**src/sv/corner_fillet_circle_unit_assert.svh**
```systemverilog
// ----------------------------------------------------------------------------
// corner fillet circle unit assertion macros
// implication checks used by the fillet circle datapath
// ----------------------------------------------------------------------------
`ifndef CORNER_FILLET_CIRCLE_UNIT_ASSERT_SVH
`define CORNER_FILLET_CIRCLE_UNIT_ASSERT_SVH

// same-cycle implication
`define CFC_ASSERT_IMP(lbl, clk, rst_n, ante, cons, msg) \
    lbl: assert property (@(posedge clk) disable iff (!(rst_n)) (ante) |-> (cons)) \
        else $error(msg);

// next-cycle implication
`define CFC_ASSERT_NXT(lbl, clk, rst_n, ante, cons, msg) \
    lbl: assert property (@(posedge clk) disable iff (!(rst_n)) (ante) |=> (cons)) \
        else $error(msg);

`endif

```
**src/sv/cfc_isqrt.sv**
```systemverilog
// ----------------------------------------------------------------------------
// cfc_isqrt
// pipelined floor square root, one result bit per stage
// ----------------------------------------------------------------------------
`timescale 1ns / 1ps

module cfc_isqrt #(
    parameter int IW = 64
) (
    input  logic              i_clk,
    input  logic              i_en,
    input  logic [IW-1:0]     i_x,
    output logic [IW/2-1:0]   o_root
);

    localparam int OW = IW / 2;
    localparam int RW = IW + 1;

    logic [RW-1:0] r_rem  [OW];
    logic [OW-1:0] r_root [OW];

    for (genvar k = 0; k < OW; k++) begin : g_stage
        localparam int B = OW - 1 - k;
        logic [RW-1:0] rem_in;
        logic [OW-1:0] root_in;
        logic [RW-1:0] trial;

        if (k == 0) begin : g_head
            assign rem_in  = {1'b0, i_x};
            assign root_in = '0;
        end else begin : g_body
            assign rem_in  = r_rem[k-1];
            assign root_in = r_root[k-1];
        end

        // (q + 2^b)^2 - q^2
        assign trial = (RW'(root_in) << (B + 1)) + (RW'(1) << (2 * B));

        always_ff @(posedge i_clk) begin
            if (i_en) begin
                if (rem_in >= trial) begin
                    r_rem[k]  <= rem_in - trial;
                    r_root[k] <= root_in | (OW'(1) << B);
                end else begin
                    r_rem[k]  <= rem_in;
                    r_root[k] <= root_in;
                end
            end
        end
    end

    assign o_root = r_root[OW-1];

endmodule

```
**config.mk**
```make
export PLATFORM = sky130hd
export DESIGN_NAME = cfc_isqrt
export DESIGN_NICKNAME = d
export VERILOG_FILES = /design/src/sv/corner_fillet_circle_unit_assert.svh /design/src/sv/cfc_isqrt.sv
export SDC_FILE = /design/constraint.sdc
export NUM_CORES = 2
export LEC_CHECK = 0
export BUFFER_PORTS_ARGS = -buffer_cell sky130_fd_sc_hd__buf_2
export CORE_MARGIN = 4
export CORE_UTILIZATION = 45
export CTS_BUF_LIST = sky130_fd_sc_hd__clkbuf_8
export DETAILED_ROUTE_END_ITERATION = 12
export HOLD_SLACK_MARGIN = 0.02
export PLACE_DENSITY_LB_ADDON = 0.08
export SYNTH_ARGS = -nofsm -noshare
export SYNTH_HDL_FRONTEND = slang
export SYNTH_SLANG_ARGS = --single-unit
```
**constraint.sdc**
```tcl
create_clock -name i_clk -period 4.4 [get_ports i_clk]
set_input_delay 0.44 -clock i_clk [delete_from_list [all_inputs] [get_ports i_clk]]
set_output_delay 0.44 -clock i_clk [all_outputs]
set_load 0.05 [all_outputs]
```
==> metrics.md <==
| Metric | Value |
|---|---|
| Status | `finished clean` |
| WHS | `255.3 ps` |
| DRC Markers | `0` |
| Complex-gate fraction of the synthesized area | `0.09097` |
| Synth cell types | `87` |
| CP Class | `reg -> reg` |
| Final ANT Viol Nets | `0` |
| TritonCTS Buffers | `around 420` |
| CP required | `roughly 5000 ps` |
| Post-synthesis net count | `10500` |
| Die X | `530.4 µm` |
| Area fraction of the dominant cell type after synthesis | `0.6219` |
| Combinational family with the most area after synthesis | `simple AND/OR/NAND/NOR gates` |
| Yosys reg bits | `roughly 2500` |
| Mean Syn Cell Area | `12.43 µm²` |
| Initial DRC count | `8235` |
| Max_slew headroom | `0.1852` |
| Final hold vios | `0` |
| Synthesis-to-finish area growth | `12.30%` |
| Vias | `between 80000 and 90000` |
| Post-synthesis mux area share | `0.007388` |
| Yosys warns | `0` |
| Die area | `between 200000 and 300000 µm²` |
| CTS tree | `built` |
| Boundary Pins | `98` |
| Worst vdd ir | `a little under 0.3 mV` |
| Starting Density | `0.4527` |
| Crit path launch type | `register` |
| Post-synth ARST share | `0` |
| Antenna violations before repair | `21` |
| Max cap viols | `0` |
| Pwr dens | `499.4 nW/µm²` |
| Worst-skew pair later-pin latency | `1100 ps` |
| NumNets Final | `roughly 11000` |
| Number of global-route vias before repair | `78280` |
| Area leader, netlist | `edfxtp_1` |
| # rows | `191` |
| Max Transition Viols Final | `0` |
| WL per Instance | `23.65 µm` |
| Unrepaired setup endpoints after global routing | `no` |
| Most frequent cells in the layout | `edfxtp_1 (2543), inv_1 (787), nand2_1 (742), ha_1 (558), nor2_1 (553)` |
| First-pass GRT wire length | `501600 µm` |
| Area contributors post-synth | `edfxtp_1 (62%), ha_1 (5.7%), xnor2_1 (3.4%)` |
| CP max FO | `37` |
| Clock Sinks | `2543` |
| Post-Synth XOR/XNOR Area | `0.06548` |
| Layout cell share with drive strength beyond 1 | `0.09225` |
| Min Clock Period, post-route | `~4300 ps` |
| Gr ovfl total | `0` |
| First-pass DRT Iterations | `6` |
| Max Root-Sink Buffers | `4` |
| H-tree Lvls | `5` |
| Commonest non-fill, non-tap cell in the layout | `edfxtp_1` |
| CORE AREA | `271200 µm²` |
| Tot Pwr | `68.87 mW` |
| Leakage power | `51.67 nW` |
| Final setup vio count | `0` |
| Period utilization | `0.9805` |
| Clk_skew | `approximately 130 ps` |
| Post-DP HPWL | `about 260000 µm` |
| Post-synthesis cell count | `9877` |
| DRT Wirelength | `340400 µm` |
| Cell area after synthesis | `122800 µm²` |
| Die Ht | `530.4 µm` |
| Worst hold path type | `in -> reg` |
| Fmax | `0.2318 GHz` |
| Root Driver | `clkbuf_8` |
| Pin count of the biggest net entering global routing | `166` |
| IO Port Bufs | `a little under 100` |
| Vias per Instance | `around 5.7` |
| GRT Total Usage | `0.2364` |
| Worst Max-Slew Pin Slew | `1211 ps` |
| Sequential share of the synthesized area | `0.6219` |
| Endpoint type of the worst setup path | `register` |
| Post-synth EDFFs | `between 2000 and 3000` |
| Area share of and/or/nand/nor cells after synthesis | `0.1294` |
| Crit path DAT | `5050 ps` |
| Synth Area in Adders | `0.05686` |
| Filler instances | `roughly 24000` |
| Reg clk slew, reported paths | `60 ps` |
| Main synth FF type | `edfxtp_1` |
| GP Congestion | `0.9319` |
-- cell type report --
type	instances	area, µm²	area share
flip-flops and latches	2543	76360	0.5538
diodes	5	12.51	0.00009074
repair buffers	412	3298	0.02392
multi-input cells	6422	43170	0.3131
clock buffers	428	5891	0.04272
inverters	675	2534	0.01837
well taps	3570	4467	0.03239
clock inverters	339	2153	0.01562
-- synthesized netlist by cell type, types with 19 or more instances --
cell,count
a211oi_1,42
a21o_1,246
a21oi_1,532
a31o_2,19
a31oi_1,39
and2_1,42
and3_1,45
clkbuf_1,223
edfxtp_1,2543
ha_1,558
inv_1,675
mux2_2,69
nand2_1,742
nand2b_1,135
nand3_1,174
nand3b_1,36
nand4_1,171
nand4b_1,29
nor2_1,555
nor2b_1,82
nor3_1,275
nor3b_1,27
nor4_1,388
nor4b_1,55
o211ai_1,47
o21a_1,85
o21ai_0,548
o21bai_1,51
o31ai_1,29
or2_2,29
or3_1,109
or4_1,71
xnor2_1,477
xor2_1,441
-- state kept, by name, summed over array words and instances, names as in the netlist --
signal / count
r_root: 528
r_rem: 2015
-- worst max-delay path, stage by stage, from the launching register on --
cell,delay (ps)
edfxtp_1,600
inv_1,90
ha_1,350
and3_1,240
nand4_1,360
nor4_1,780
buf_4,230
a31o_2,200
nand2b_1,170
o31ai_4,80
buf_4,260
o21ai_0,590
-- worst paths after layout --
check	start	end	slack, ps	cells after the start
setup / recovery	r_root[1][401]	r_rem[1][864]	90	11
setup reg to reg	r_root[1][401]	r_rem[1][864]	90	11
hold reg to reg	r_rem[0][661]	r_rem[0][726]	360	0
hold / removal	i_x[63]	r_rem[0][63]	260	4
-- cell families (layout without fill, tap and decap cells) --
logic type | after synthesis | count (layout)
multiplexers | 82 | 82
AO/OA/AOI/OAI | 1820 | 1820
AND/OR/NAND/NOR | 3044 | 3044
other | 0 | 5
buffers and inverters | 912 | 1854
XOR/XNOR | 918 | 918
flip-flops | 2543 | 2543
adder cells (fa/ha/maj) | 558 | 558
-- power by group --
part,total [mW],switching (mW),leakage (nW),internal (mW)
clock network,20.1,9.70,4.53,10.4
registers,33.5,2.86,24.5,30.6
logic,15.2,9.35,22.7,5.89
total,68.9,21.9,51.7,46.9
-- metrics by stage --
stage | setup TNS [ps] | instances | setup WS [ps] | utilization | instance area, µm²
floorplan | 0 | 9877 | 20.87 | - | 122800
global placement | -218.6 | 13490 | -174.7 | 0.4735 | 128400
detailed placement | -92.16 | 13490 | -92.16 | 0.4735 | 128400
CTS | 0 | 14390 | 23.14 | 0.5080 | 137800
global route | 0 | 14390 | 6.470 | 0.5083 | 137900
finish | 0 | 14390 | 85.74 | 0.5084 | 137900
-- timing repair --
action | in CTS | in global routing
hold buffers | 128 | 0
resized for setup | 2 | 11
buffers inserted | 0 | 3
hold endpoints to repair | 91 | 0
setup endpoints to repair | 2 | 59
cloned | 0 | 0
pin swaps | 0 | 1
-- metal layers --
metal / track usage / routed length (µm) / vias up / part of all wire
met3: 0.03626 / 23610 / 483 / 0.069
met4: 0.07220 / 10250 / 2 / 0.030
li1: - / - / 38290 / -
met5: 0 / 13 / - / 0.000038
met1: 0.3466 / 156100 / 39770 / 0.46
met2: 0.3630 / 150400 / 2818 / 0.44
Power figures use the tool's default switching activity.
